File: src/sv/saeq_pkg.sv
package saeq_pkg;

	localparam int SAMPLE_BITS = 24;
	localparam int STATE_BITS  = 40;
	localparam int WIDE_BITS   = 48;
	localparam int OPA_BITS    = 42;
	localparam int OPB_BITS    = 20;
	localparam int PROD_BITS   = 46;
	localparam int UP_SHIFT    = 32 - SAMPLE_BITS;
	localparam int X_BITS      = 32;
	localparam int SEQ_LEN     = 16;
	localparam int SEQ_BITS    = $clog2(SEQ_LEN);
	localparam logic [16:0] UNITY    = 17'd65536;
	localparam logic [15:0] IQ_RESET = 16'd31208;

	typedef enum logic [2:0] {
		REG_HIGH = 3'd0,
		REG_TRIP = 3'd1,
		REG_AIR  = 3'd2,
		REG_IQ   = 3'd3,
		REG_OG   = 3'd4,
		REG_WET  = 3'd5
	} reg_idx_t;

	typedef enum logic [3:0] {
		STEP_TRIP,
		STEP_TCORR,
		STEP_TSC0,
		STEP_TSC1,
		STEP_TSC2,
		STEP_AUPD,
		STEP_ACORR,
		STEP_AODD,
		STEP_AEVEN,
		STEP_Y,
		STEP_WET,
		STEP_DRY
	} step_t;

	typedef enum logic [1:0] {
		CS_IDLE,
		CS_RUN,
		CS_PUSH
	} ctrl_state_t;

	typedef struct packed {
		step_t step;
		logic  issue;
		logic  wb;
		logic  ch;
		logic  stg;
		logic  load;
		logic  push;
	} cmd_t;

	function automatic step_t seq_step(logic [SEQ_BITS-1:0] idx);
		step_t s;
		unique case (idx)
			4'd0:  s = STEP_TRIP;
			4'd1:  s = STEP_TCORR;
			4'd2:  s = STEP_TSC0;
			4'd3:  s = STEP_TSC1;
			4'd4:  s = STEP_TSC2;
			4'd5:  s = STEP_AUPD;
			4'd6:  s = STEP_ACORR;
			4'd7:  s = STEP_AODD;
			4'd8:  s = STEP_AEVEN;
			4'd9:  s = STEP_AUPD;
			4'd10: s = STEP_ACORR;
			4'd11: s = STEP_AODD;
			4'd12: s = STEP_AEVEN;
			4'd13: s = STEP_Y;
			4'd14: s = STEP_WET;
			default: s = STEP_DRY;
		endcase
		return s;
	endfunction

	function automatic logic signed [STATE_BITS-1:0] sat_state(logic signed [WIDE_BITS-1:0] v);
		logic signed [WIDE_BITS-1:0] hi;
		logic signed [WIDE_BITS-1:0] lo;
		hi = (WIDE_BITS'(1) <<< (STATE_BITS - 1)) - WIDE_BITS'(1);
		lo = -hi - WIDE_BITS'(1);
		if (v > hi)
			return hi[STATE_BITS-1:0];
		else if (v < lo)
			return lo[STATE_BITS-1:0];
		return v[STATE_BITS-1:0];
	endfunction

	function automatic logic signed [SAMPLE_BITS-1:0] sat_sample(logic signed [WIDE_BITS-1:0] v);
		logic signed [WIDE_BITS-1:0] hi;
		logic signed [WIDE_BITS-1:0] lo;
		hi = (WIDE_BITS'(1) <<< (SAMPLE_BITS - 1)) - WIDE_BITS'(1);
		lo = -hi - WIDE_BITS'(1);
		if (v > hi)
			return hi[SAMPLE_BITS-1:0];
		else if (v < lo)
			return lo[SAMPLE_BITS-1:0];
		return v[SAMPLE_BITS-1:0];
	endfunction

endpackage

File: src/sv/saeq_ctrl.sv
module saeq_ctrl (
	input  logic              clk,
	input  logic              arst_n,
	input  logic              in_valid,
	output logic              in_ready,
	input  logic              out_ready,
	output logic              out_valid,
	output saeq_pkg::cmd_t    cmd
);

	saeq_pkg::ctrl_state_t state_q, state_d;
	logic [saeq_pkg::SEQ_BITS-1:0] idx_q, idx_d;
	logic ch_q, ch_d;
	logic ph_q, ph_d;
	logic out_valid_q, out_valid_d;
	saeq_pkg::step_t step;
	logic is_mul;

	assign step = saeq_pkg::seq_step(idx_q);
	assign is_mul = !(step == saeq_pkg::STEP_TRIP || step == saeq_pkg::STEP_AUPD);

	always_ff @(posedge clk or negedge arst_n) begin
		if (!arst_n) begin
			state_q     <= saeq_pkg::CS_IDLE;
			idx_q       <= '0;
			ch_q        <= 1'b0;
			ph_q        <= 1'b0;
			out_valid_q <= 1'b0;
		end else begin
			state_q     <= state_d;
			idx_q       <= idx_d;
			ch_q        <= ch_d;
			ph_q        <= ph_d;
			out_valid_q <= out_valid_d;
		end
	end

	always_comb begin
		state_d     = state_q;
		idx_d       = idx_q;
		ch_d        = ch_q;
		ph_d        = ph_q;
		out_valid_d = out_valid_q && !out_ready;
		in_ready    = 1'b0;
		cmd         = '0;
		cmd.step    = step;
		cmd.ch      = ch_q;
		cmd.stg     = (idx_q > saeq_pkg::SEQ_BITS'(8));
		unique case (state_q)
			saeq_pkg::CS_IDLE: begin
				in_ready = 1'b1;
				if (in_valid) begin
					cmd.load = 1'b1;
					state_d  = saeq_pkg::CS_RUN;
					idx_d    = '0;
					ch_d     = 1'b0;
					ph_d     = 1'b0;
				end
			end
			saeq_pkg::CS_RUN: begin
				if (is_mul && !ph_q) begin
					cmd.issue = 1'b1;
					ph_d      = 1'b1;
				end else begin
					cmd.wb = 1'b1;
					ph_d   = 1'b0;
					if (idx_q == saeq_pkg::SEQ_BITS'(saeq_pkg::SEQ_LEN - 1)) begin
						idx_d = '0;
						if (ch_q)
							state_d = saeq_pkg::CS_PUSH;
						else
							ch_d = 1'b1;
					end else begin
						idx_d = idx_q + 1'b1;
					end
				end
			end
			default: begin
				if (!out_valid_q || out_ready) begin
					cmd.push    = 1'b1;
					out_valid_d = 1'b1;
					state_d     = saeq_pkg::CS_IDLE;
				end
			end
		endcase
	end

	assign out_valid = out_valid_q;

endmodule

File: config.mk
export PLATFORM = sky130hd
export DESIGN_NAME = saeq_ctrl
export DESIGN_NICKNAME = d
export VERILOG_FILES = /design/src/sv/saeq_pkg.sv /design/src/sv/saeq_ctrl.sv
export SDC_FILE = /design/constraint.sdc
export NUM_CORES = 1
export LEC_CHECK = 0
export ABC_AREA = 1
export BUFFER_PORTS_ARGS = -buffer_cell sky130_fd_sc_hd__buf_2
export CAP_MARGIN = 20
export CELL_PAD_IN_SITES_DETAIL_PLACEMENT = 2
export CELL_PAD_IN_SITES_GLOBAL_PLACEMENT = 2
export CORE_UTILIZATION = 29
export CTS_BUF_LIST = sky130_fd_sc_hd__clkbuf_2 sky130_fd_sc_hd__clkbuf_4 sky130_fd_sc_hd__clkbuf_8
export CTS_CLUSTER_SIZE = 28
export DETAILED_ROUTE_END_ITERATION = 7
export PLACE_DENSITY = 0.87
export SLEW_MARGIN = 20
export SYNTH_ARGS = -nofsm -noshare
export SYNTH_HDL_FRONTEND = slang
export SYNTH_SLANG_ARGS = --single-unit
File: constraint.sdc
create_clock -name clk -period 1.85 [get_ports clk]
set_input_delay 0.185 -clock clk [delete_from_list [all_inputs] [get_ports clk]]
set_output_delay 0.185 -clock clk [all_outputs]
set_load 0.005 [all_outputs]
==> impl_metrics.csv, run 1 <==
group,metric,value,unit
run_status,status,"finished clean",
placement,place_area,709,sq um
final_layout,diodes,0,
final_layout,final_area,771,sq um
die,die-area,0.00236,sq mm
synth,async_reset_ff_frac,1.00,
clock_tree,cts_buffer_depth,2,
synth,yosys_warnings,0,
setup_path,path_cells,"inv_1 -> ha_2 -> nand2_2 -> nand4_2 -> nand2_2 -> nand2_4 -> inv_2 -> buf_2",
global_route,first_global_vias,682,
global_route,antenna_found_initial,0,
final_layout,fillers,264,
detailed_routing,finalWirelength,1880,um
power,vdd_drop_max,0.645,mV
setup_path,worstSetupStartpointType,"flip-flop",
power,power.leakage,0.454,nW
die,core,0.00200,sq mm
clock_tree,clk-insertion-delay-late,0.27,ns
die,fp.dieH,48.6,um
synth,netlist_area,631,sq um
setup_path,cp_common_cell,"nand2_2",
clock_tree,cts_root_buf,"clkbuf_4",
synth,ys_seq_area_frac,0.357,
min_path,min_path_type,"in -> reg",
global_route,grt_overflow,0,
global_route,grt_max_degree,10,
placement,hpwl,1360,um
sta,finalCriticalPeriod,1.76,ns
synth,synth.avg_cell_area,7.42,sq um
detailed_routing,ant_nets,0,
final_layout,regArea,226,sq um
synth,yosys.area.top_type_share,0.357,
placement,numPortBuffers,15,
synth,ys_ff_latch,9,
detailed_routing,first_pass_iters,3,
synth,synth_edf_count,0,
power,total_power,1.32,mW
detailed_routing,drt-initial-drc-count,3,
setup_path,cp_max_fo,6,
clock_tree,cts-buffers-inserted,3,
setup_path,crit_arrival,1.58,ns
detailed_routing,wire_per_inst,14.5,um
die,start_util,0.315,
sta,whs,0.187,ns
placement,gp_congestion,0.746,
clock_tree,cts_sinks,9,
synth,synth_ff_type,"dfrtp_1",
final_layout,multiInputGateArea,328,sq um
setup_path,required,1.66,ns
setup_path,endpoint_kind,"output port",
sta,max_freq,567,MHz
setup_path,max_stage_delay,0.42,ns
setup_path,critPathKind,"reg -> out",
final_layout,fin_util,0.385,
detailed_routing,drc_errors,0,
sta,drv_slew,0,
synth,synthTopCellsByArea,"dfrtp_1, nand2_1, nand3_1",
setup_path,cpMaxStageDelayCell,"dfrtp_1",
power,powerDensity,1710,mW/mm^2
global_route,grt_pass1_wl,3030,um
clock_tree,h-tree-depth,1,
sta,worstMarginPinSlew,0.306,ns
final_layout,layout-drive-gt1-share,0.350,
final_layout,fin_nets,111,
synth,synth_cells,85,
sta,fin_crit_sh,0.953,
sta,setup_violations,0,
global_route,track_usage,0.172,
final_layout,syn_to_final_growth,22.2,%
synth,synth_commonest_cells,"nand2_1, nand3_1, inv_1",
sta,rsz0062_at_grt,"false",
die,die_width,48.6,um
clock_tree,clkSlewWorstSetupHoldPaths,0.07,ns
run,drv_cap,0,
synth,ys_types,22,
synth,yosysMostFrequentCell,"nand2_1",
clock_tree,cts_tree,"built",
detailed_routing,vias,612,
sta,setup_tns,0,ns
synth,syn_nets,92,
sta,skew,0.00462,ns
detailed_routing,vias_per_cell,4.71,
sta,relSlewSlack,0.795,
sta,hold_viol,0,
die,ios,16,
synth,synth_area_leader_cell,"dfrtp_1",
die,rows,16,
## power breakdown
part	internal, mW	switching [mW]
Clock	0.0983	0.0786
Combinational	0.299	0.476
Sequential	0.275	0.0925
Total	0.672	0.647
## cell type report
type | instances | share of cell area
multi-input cells | 58 | 0.425
flip-flops and latches | 9 | 0.294
repair buffers | 18 | 0.130
inverters | 14 | 0.0682
well taps | 27 | 0.0438
clock buffers | 4 | 0.0390
## placed cells by master (no fill, tap or decap)
master,netlist,layout
nand2_1,23,22
buf_2,0,15
nand3_1,12,12
inv_1,11,11
dfrtp_1,9,8
clkbuf_4,0,4
inv_2,3,3
a21oi_1,3,3
nor2_1,3,3
nand2_2,1,2
nand4_1,2,2
ha_1,3,2
buf_4,4,2
nor2_2,1,1
nand4_2,1,1
a21oi_2,1,1
nor2_4,1,1
nand2_4,1,1
or2_4,1,1
xor2_1,1,1
nand3_2,1,1
o21ai_0,1,1
nor3_1,1,1
or2_2,1,1
ha_2,0,1
dlygate4sd3_1,0,1
dfrtp_2,0,1
## worst max-delay path, delay by kind of cell (launching register included)
family | cells | cell delay (ns)
flip-flops | 1 | 0.42
AND/OR/NAND/NOR | 4 | 0.40
adder cells (fa/ha/maj) | 1 | 0.22
buffers and inverters | 3 | 0.27
## final timing paths
path,from,endpoint,slack (ns),cells after the start
setup reg to reg,idx_q[0],state_q[0],0.30,9
min in group asynchronous,arst_n,ph_q,0.31,2
hold reg to reg,ch_q,ch_q,0.50,2
hold / removal,out_ready,out_valid,0.19,4
setup / recovery,idx_q[1],cmd[4],0.09,8
max in group asynchronous,arst_n,idx_q[0],1.34,2
## sequential cells by signal (all words and copies together), names as in the netlist
signal and cells:
ch_q 1, idx_q 4, out_valid 1, ph_q 1, state_q 2
## through the flow
step | instances | setup slack [ns]
after floorplan | 85 | 0.472
after global placement | 123 | 0.376
after detailed placement | 123 | 0.284
after CTS | 128 | 0.0400
after global routing | 130 | 0.00193
final | 130 | 0.0875
## cells by family after synthesis
family                     Yosys count  share of synthesized area
buffers and inverters               18                      0.131
adders and majority gates            3                     0.0595
xor gates and xnor gates             1                     0.0139
and+or+nand+nor                     49                      0.393
DFF                                  9                      0.357
AOI/OAI and AO/OA                    5                     0.0456
## what timing repair did
action | 4_1_cts | 5_1_grt
hold endpoints to repair | 9 | 0
hold buffers | 1 | 0
resized for setup | 1 | 2
endpoints found under the setup margin | 1 | 2
setup buffers | 0 | 2
## metal layers
metal	GRT usage	share of wire	wire [um]
met4	0.0441	0.0096	18
met1	0.176	0.44	828
met3	0.0629	0.039	73
met2	0.324	0.51	962
met5	0	0	0
Power figures use the tool's default switching activity.
==> run 2: changes to the inputs <==
--- a/config.mk
+++ b/config.mk
@@ -5,12 +5,11 @@
 export SDC_FILE = /design/constraint.sdc
 export NUM_CORES = 1
 export LEC_CHECK = 0
-export ABC_AREA = 1
 export BUFFER_PORTS_ARGS = -buffer_cell sky130_fd_sc_hd__buf_2
 export CAP_MARGIN = 20
 export CELL_PAD_IN_SITES_DETAIL_PLACEMENT = 2
 export CELL_PAD_IN_SITES_GLOBAL_PLACEMENT = 2
-export CORE_UTILIZATION = 29
+export CORE_UTILIZATION = 31
 export CTS_BUF_LIST = sky130_fd_sc_hd__clkbuf_2 sky130_fd_sc_hd__clkbuf_4 sky130_fd_sc_hd__clkbuf_8
 export CTS_CLUSTER_SIZE = 28
 export DETAILED_ROUTE_END_ITERATION = 7
==> impl_metrics.csv, run 2 <==
group,metric,value,unit
clock_tree,cts-buffers-inserted,3,
final_layout,regArea,225,sq um
final_layout,syn_to_final_growth,30.1,%
global_route,grt_overflow,0,
clock_tree,cts_tree,"built",
clock_tree,clk-insertion-delay-late,0.26,ns
global_route,grt_max_degree,12,
detailed_routing,finalWirelength,1930,um
placement,hpwl,1370,um
synth,synth_area_leader_cell,"dfrtp_1",
synth,netlist_area,641,sq um
sta,skew,0.00426,ns
die,die_width,47.5,um
synth,synthTopCellsByArea,"dfrtp_1, ha_1, buf_4",
global_route,grt_pass1_wl,2940,um
synth,async_reset_ff_frac,1.00,
synth,ys_ff_latch,9,
final_layout,multiInputGateArea,407,sq um
die,die-area,0.00225,sq mm
final_layout,diodes,0,
synth,synth_ff_type,"dfrtp_1",
synth,synth.avg_cell_area,8.66,sq um
detailed_routing,vias,597,
min_path,min_path_type,"in -> reg",
global_route,track_usage,0.193,
placement,place_area,729,sq um
synth,synth_commonest_cells,"dfrtp_1, nand2_1, inv_1",
final_layout,layout-drive-gt1-share,0.352,
detailed_routing,drc_errors,0,
final_layout,largest_register,"idx_q",
sta,setup_tns,0,ns
placement,gp_congestion,0.786,
sta,relSlewSlack,0.706,
clock_tree,h-tree-depth,1,
detailed_routing,drt-initial-drc-count,1,
final_layout,fin_util,0.425,
die,start_util,0.327,
sta,finalCriticalPeriod,1.77,ns
global_route,first_global_vias,605,
clock_tree,cts_root_buf,"clkbuf_4",
setup_path,worstSetupStartpointType,"flip-flop",
setup_path,critPathKind,"reg -> out",
setup_path,required,1.66,ns
power,power.leakage,0.394,nW
die,fp.dieH,47.5,um
detailed_routing,wire_per_inst,16.4,um
sta,setup_violations,0,
setup_path,crit_arrival,1.58,ns
power,powerDensity,1670,mW/mm^2
synth,yosys_warnings,0,
detailed_routing,vias_per_cell,5.06,
synth,ys_types,32,
sta,rsz0062_at_grt,"false",
sta,fin_crit_sh,0.956,
synth,yosysMostFrequentCell,"dfrtp_1",
sta,worstMarginPinSlew,0.441,ns
detailed_routing,ant_nets,0,
run,drv_cap,0,
die,rows,16,
setup_path,endpoint_kind,"output port",
final_layout,final-instance-count-excl-fill,118,
synth,ys_seq_area_frac,0.352,
detailed_routing,first_pass_iters,2,
placement,dp_cells,112,
global_route,antenna_found_initial,0,
final_layout,layout_commonest_cell,"buf_2",
final_layout,largest_reg_flops,4,
synth,synth_cells,74,
synth,syn_nets,81,
clock_tree,cts_sinks,9,
sta,max_freq,565,MHz
final_layout,final_area,833,sq um
final_layout,fin_nets,99,
final_layout,fillers,243,
die,ios,16,
die,core,0.00196,sq mm
setup_path,ff2ff_path_depth,6,
power,vdd_drop_max,0.750,mV
run_status,status,"finished clean",
sta,drv_slew,0,
synth,yosys.area.top_type_share,0.352,
clock_tree,cts_buffer_depth,2,
synth,synth_edf_count,0,
final_layout,largestRegisters,"idx_q x4, state_q x2",
clock_tree,clkSlewWorstSetupHoldPaths,0.07,ns
setup_path,cp_max_fo,6,
power,total_power,1.39,mW
min_path,min_path_cells,3,
final_layout,final_cell_mix,"buf_2, dfrtp_1, nand2_1",
placement,numPortBuffers,15,
sta,hold_viol,0,
[run 2: worst max-delay path, cell delays in order, from the launching register on]
cell      delay [ns]
dfrtp_1         0.40
buf_4           0.17
ha_4            0.18
mux2i_4         0.18
o211ai_4        0.13
nor2b_2         0.14
buf_2           0.12
[run 2: metal layers]
layer	vias up	global-route usage	wire [um]
met5	-	0	0
met4	0	0.0686	16
met3	2	0.0226	36
met2	8	0.334	1060
met1	303	0.246	815
li1	284	-	-
[run 2: final cells by class]
cell class,instances,area share
clock buffer,4,0.0360
inverter,6,0.0270
multi-input combinational,52,0.488
sequential,9,0.270
timing repair buffer,20,0.138
tap,27,0.0405
[run 2: stage by stage]
| stage | worst slack [ns] | hold slack (ns) |
|---|---|---|
| after detailed placement | 0.178 | 0.0567 |
| after global placement | 0.240 | 0.0500 |
| final | 0.0813 | 0.224 |
| after floorplan | 0.224 | -0.111 |
| after global routing | 0.00136 | 0.239 |
| after CTS | 0.0226 | 0.221 |
[run 2: cell families (layout without fill, tap and decap cells)]
kind of cell / Yosys count / after routing / synth area share
AND/OR/NAND/NOR: 27 / 27 / 0.221
AO/OA/AOI/OAI: 20 / 20 / 0.236
buffers and inverters: 13 / 30 / 0.102
flip-flops: 9 / 9 / 0.352
adder cells (fa/ha/maj): 3 / 3 / 0.0586
multiplexers: 2 / 2 / 0.0313
[run 2: path summary, 6_finish.rpt]
| path | start | end | slack, ns |
|---|---|---|---|
| worst max register to register | idx_q[0] | state_q[0] | 0.19 |
| worst min-delay path | out_ready | out_valid | 0.22 |
| worst max-delay path | idx_q[0] | cmd[5] | 0.08 |
| max in group asynchronous | arst_n | ch_q | 1.33 |
| worst min register to register | ph_q | ph_q | 0.54 |
| min in group asynchronous | arst_n | idx_q[3] | 0.33 |
[run 2: timing repair]
item                                   in CTS  in global routing
buffers inserted                            1                  0
hold buffers                                1                  0
pin swaps                                   1                  0
setup endpoints to repair                   2                  2
resized for setup                           4                  6
endpoints found under the hold margin       9                  0
[run 2: where the power goes]
group	total (mW)	internal, mW	switching (mW)
logic	0.850	0.414	0.435
registers	0.367	0.267	0.100
clock network	0.176	0.0979	0.0778
==> run 3: changes to the inputs <==
==> constraint.sdc (replaced) <==
create_clock -name clk -period 1.8 [get_ports clk]
set_input_delay 0.18 -clock clk [delete_from_list [all_inputs] [get_ports clk]]
set_output_delay 0.18 -clock clk [all_outputs]
set_load 0.005 [all_outputs]
==> impl_metrics.csv, run 3 (synthesis results as in run 2) <==
group,metric,value,unit
sta,drv_slew,0,
final_layout,layout_commonest_cell,"buf_2",
global_route,first_global_vias,598,
clock_tree,clk-insertion-delay-late,0.26,ns
detailed_routing,finalWirelength,2100,um
sta,hold_viol,0,
detailed_routing,vias_per_cell,5.09,
sta,rsz0062_at_grt,"true",
global_route,antenna_found_initial,0,
setup_path,cpMaxStageDelayCell,"dfrtp_1",
die,rows,16,
global_route,track_usage,0.206,
setup_path,critPathKind,"reg -> out",
sta,worstMarginPinSlew,0.459,ns
final_layout,diodes,0,
final_layout,final_cell_mix,"buf_2, dfrtp_1, nand2_1",
detailed_routing,wire_per_inst,17.4,um
min_path,min_from,"out_ready",
die,ios,16,
sta,skew,0.00607,ns
detailed_routing,ant_nets,0,
final_layout,fin_nets,102,
clock_tree,cts-buffers-inserted,3,
die,fp.dieH,47.5,um
global_route,grt_util_met1,0.288,
clock_tree,cts_tree,"built",
min_path,min_path_type,"in -> reg",
global_route,busiest_layer,"met2",
sta,max_freq,571,MHz
power,power.leakage,0.411,nW
detailed_routing,drt-initial-drc-count,2,
clock_tree,cts_root_buf,"clkbuf_4",
die,start_util,0.327,
setup_path,path_cells,"inv_2 -> ha_4 -> mux2i_4 -> o211ai_4 -> nand2_2 -> inv_1 -> buf_2",
setup_path,endpoint_kind,"output port",
detailed_routing,drc_errors,0,
die,core,0.00196,sq mm
run,drv_cap,0,
detailed_routing,vias,616,
run_status,status,"finished clean",
placement,gp_congestion,0.777,
final_layout,fin_util,0.438,
die,die-area,0.00225,sq mm
global_route,grt_pass1_wl,3150,um
setup_path,critPathBufInv,3,
setup_path,cp_max_fo,3,
power,vdd_drop_max,0.779,mV
final_layout,fillers,237,
final_layout,syn_to_final_growth,34.2,%
power,powerDensity,1780,mW/mm^2
setup_path,required,1.62,ns
global_route,grt_max_degree,12,
setup_path,worstSetupStartpointType,"flip-flop",
detailed_routing,first_pass_iters,4,
clock_tree,cts_sinks,9,
placement,hpwl,1360,um
clock_tree,cts_buffer_depth,2,
global_route,grt_util_met3,0.0340,
setup_path,crit_start,"idx_q[1]",
global_route,grt_overflow,0,
sta,finalCriticalPeriod,1.75,ns
final_layout,largest_reg_flops,4,
setup_path,r2r_start,"idx_q[0]",
sta,setup_violations,0,
die,die_width,47.5,um
final_layout,layout-drive-gt1-share,0.372,
sta,fin_crit_sh,0.972,
sta,relSlewSlack,0.694,
setup_path,crit_arrival,1.57,ns
final_layout,largestRegisters,"idx_q x4, state_q x2",
clock_tree,clkSlewWorstSetupHoldPaths,0.08,ns
clock_tree,h-tree-depth,1,
setup_path,max_stage_delay,0.41,ns
sta,setup_tns,0,ns
placement,numPortBuffers,15,
final_layout,largest_register,"idx_q",
setup_path,crit_family,"flip-flops",
global_route,gr-usage-met2,0.340,
==> run 3: final timing paths <==
kind	endpoint	slack, ns	cells past startpoint
worst max-delay path	cmd[4]	0.05	7
worst min-delay path	out_valid	0.23	3
worst max register to register	state_q[0]	0.11	6
worst min register to register	ph_q	0.55	1
max in group asynchronous	ch_q	1.30	2
min in group asynchronous	idx_q[2]	0.30	2
==> run 3: stage by stage <==
stage / hold WS, ns / cell area [sq um] / power (mW) / setup slack (ns) / cells
finish: 0.234 / 860 / 1.53 / 0.0501 / 121
global placement: 0.0446 / 729 / 1.03 / 0.197 / 112
floorplan: -0.116 / 641 / 0.871 / 0.174 / 74
global route: 0.266 / 860 / 1.65 / -0.0268 / 121
detailed placement: 0.0528 / 729 / 1.08 / 0.104 / 112
CTS: 0.218 / 825 / 1.41 / 0.00816 / 118
==> run 3: report_power, final <==
group	switching (mW)	internal (mW)	total [mW]
logic	0.472	0.491	0.964
clock network	0.0838	0.101	0.184
registers	0.110	0.274	0.383
total	0.666	0.866	1.53
==> run 3: final cells by class <==
cell class | count | area, sq um | area share
well taps | 27 | 33.8 | 0.0393
clock buffers | 4 | 30.0 | 0.0349
inverters | 6 | 22.5 | 0.0262
flip-flops and latches | 9 | 225 | 0.262
repair buffers | 23 | 141 | 0.164
multi-input cells | 52 | 407 | 0.473
==> run 3: routing by layer <==
| layer | up-vias | routed length [um] | part of all wire |
|---|---|---|---|
| met3 | 0 | 35 | 0.017 |
| met1 | 317 | 935 | 0.45 |
| met2 | 6 | 1130 | 0.54 |
| li1 | 293 | - | - |
| met5 | - | 0 | 0 |
| met4 | 0 | 0 | 0 |
==> run 3: worst register-to-register path, cell delays in order (launching register included) <==
cell	delay (ns)
dfrtp_1	0.38
buf_6	0.14
ha_1	0.22
nand3_1	0.21
a211oi_1	0.39
o21a_1	0.16
mux2i_1	0.06
==> run 3: repair_timing <==
action                                  CTS  global route
endpoints found under the hold margin     9             0
pin swaps                                 1             3
endpoints found under the setup margin    2             2
hold buffers                              1             0
setup buffers                             1             3
resized for setup                         8             3
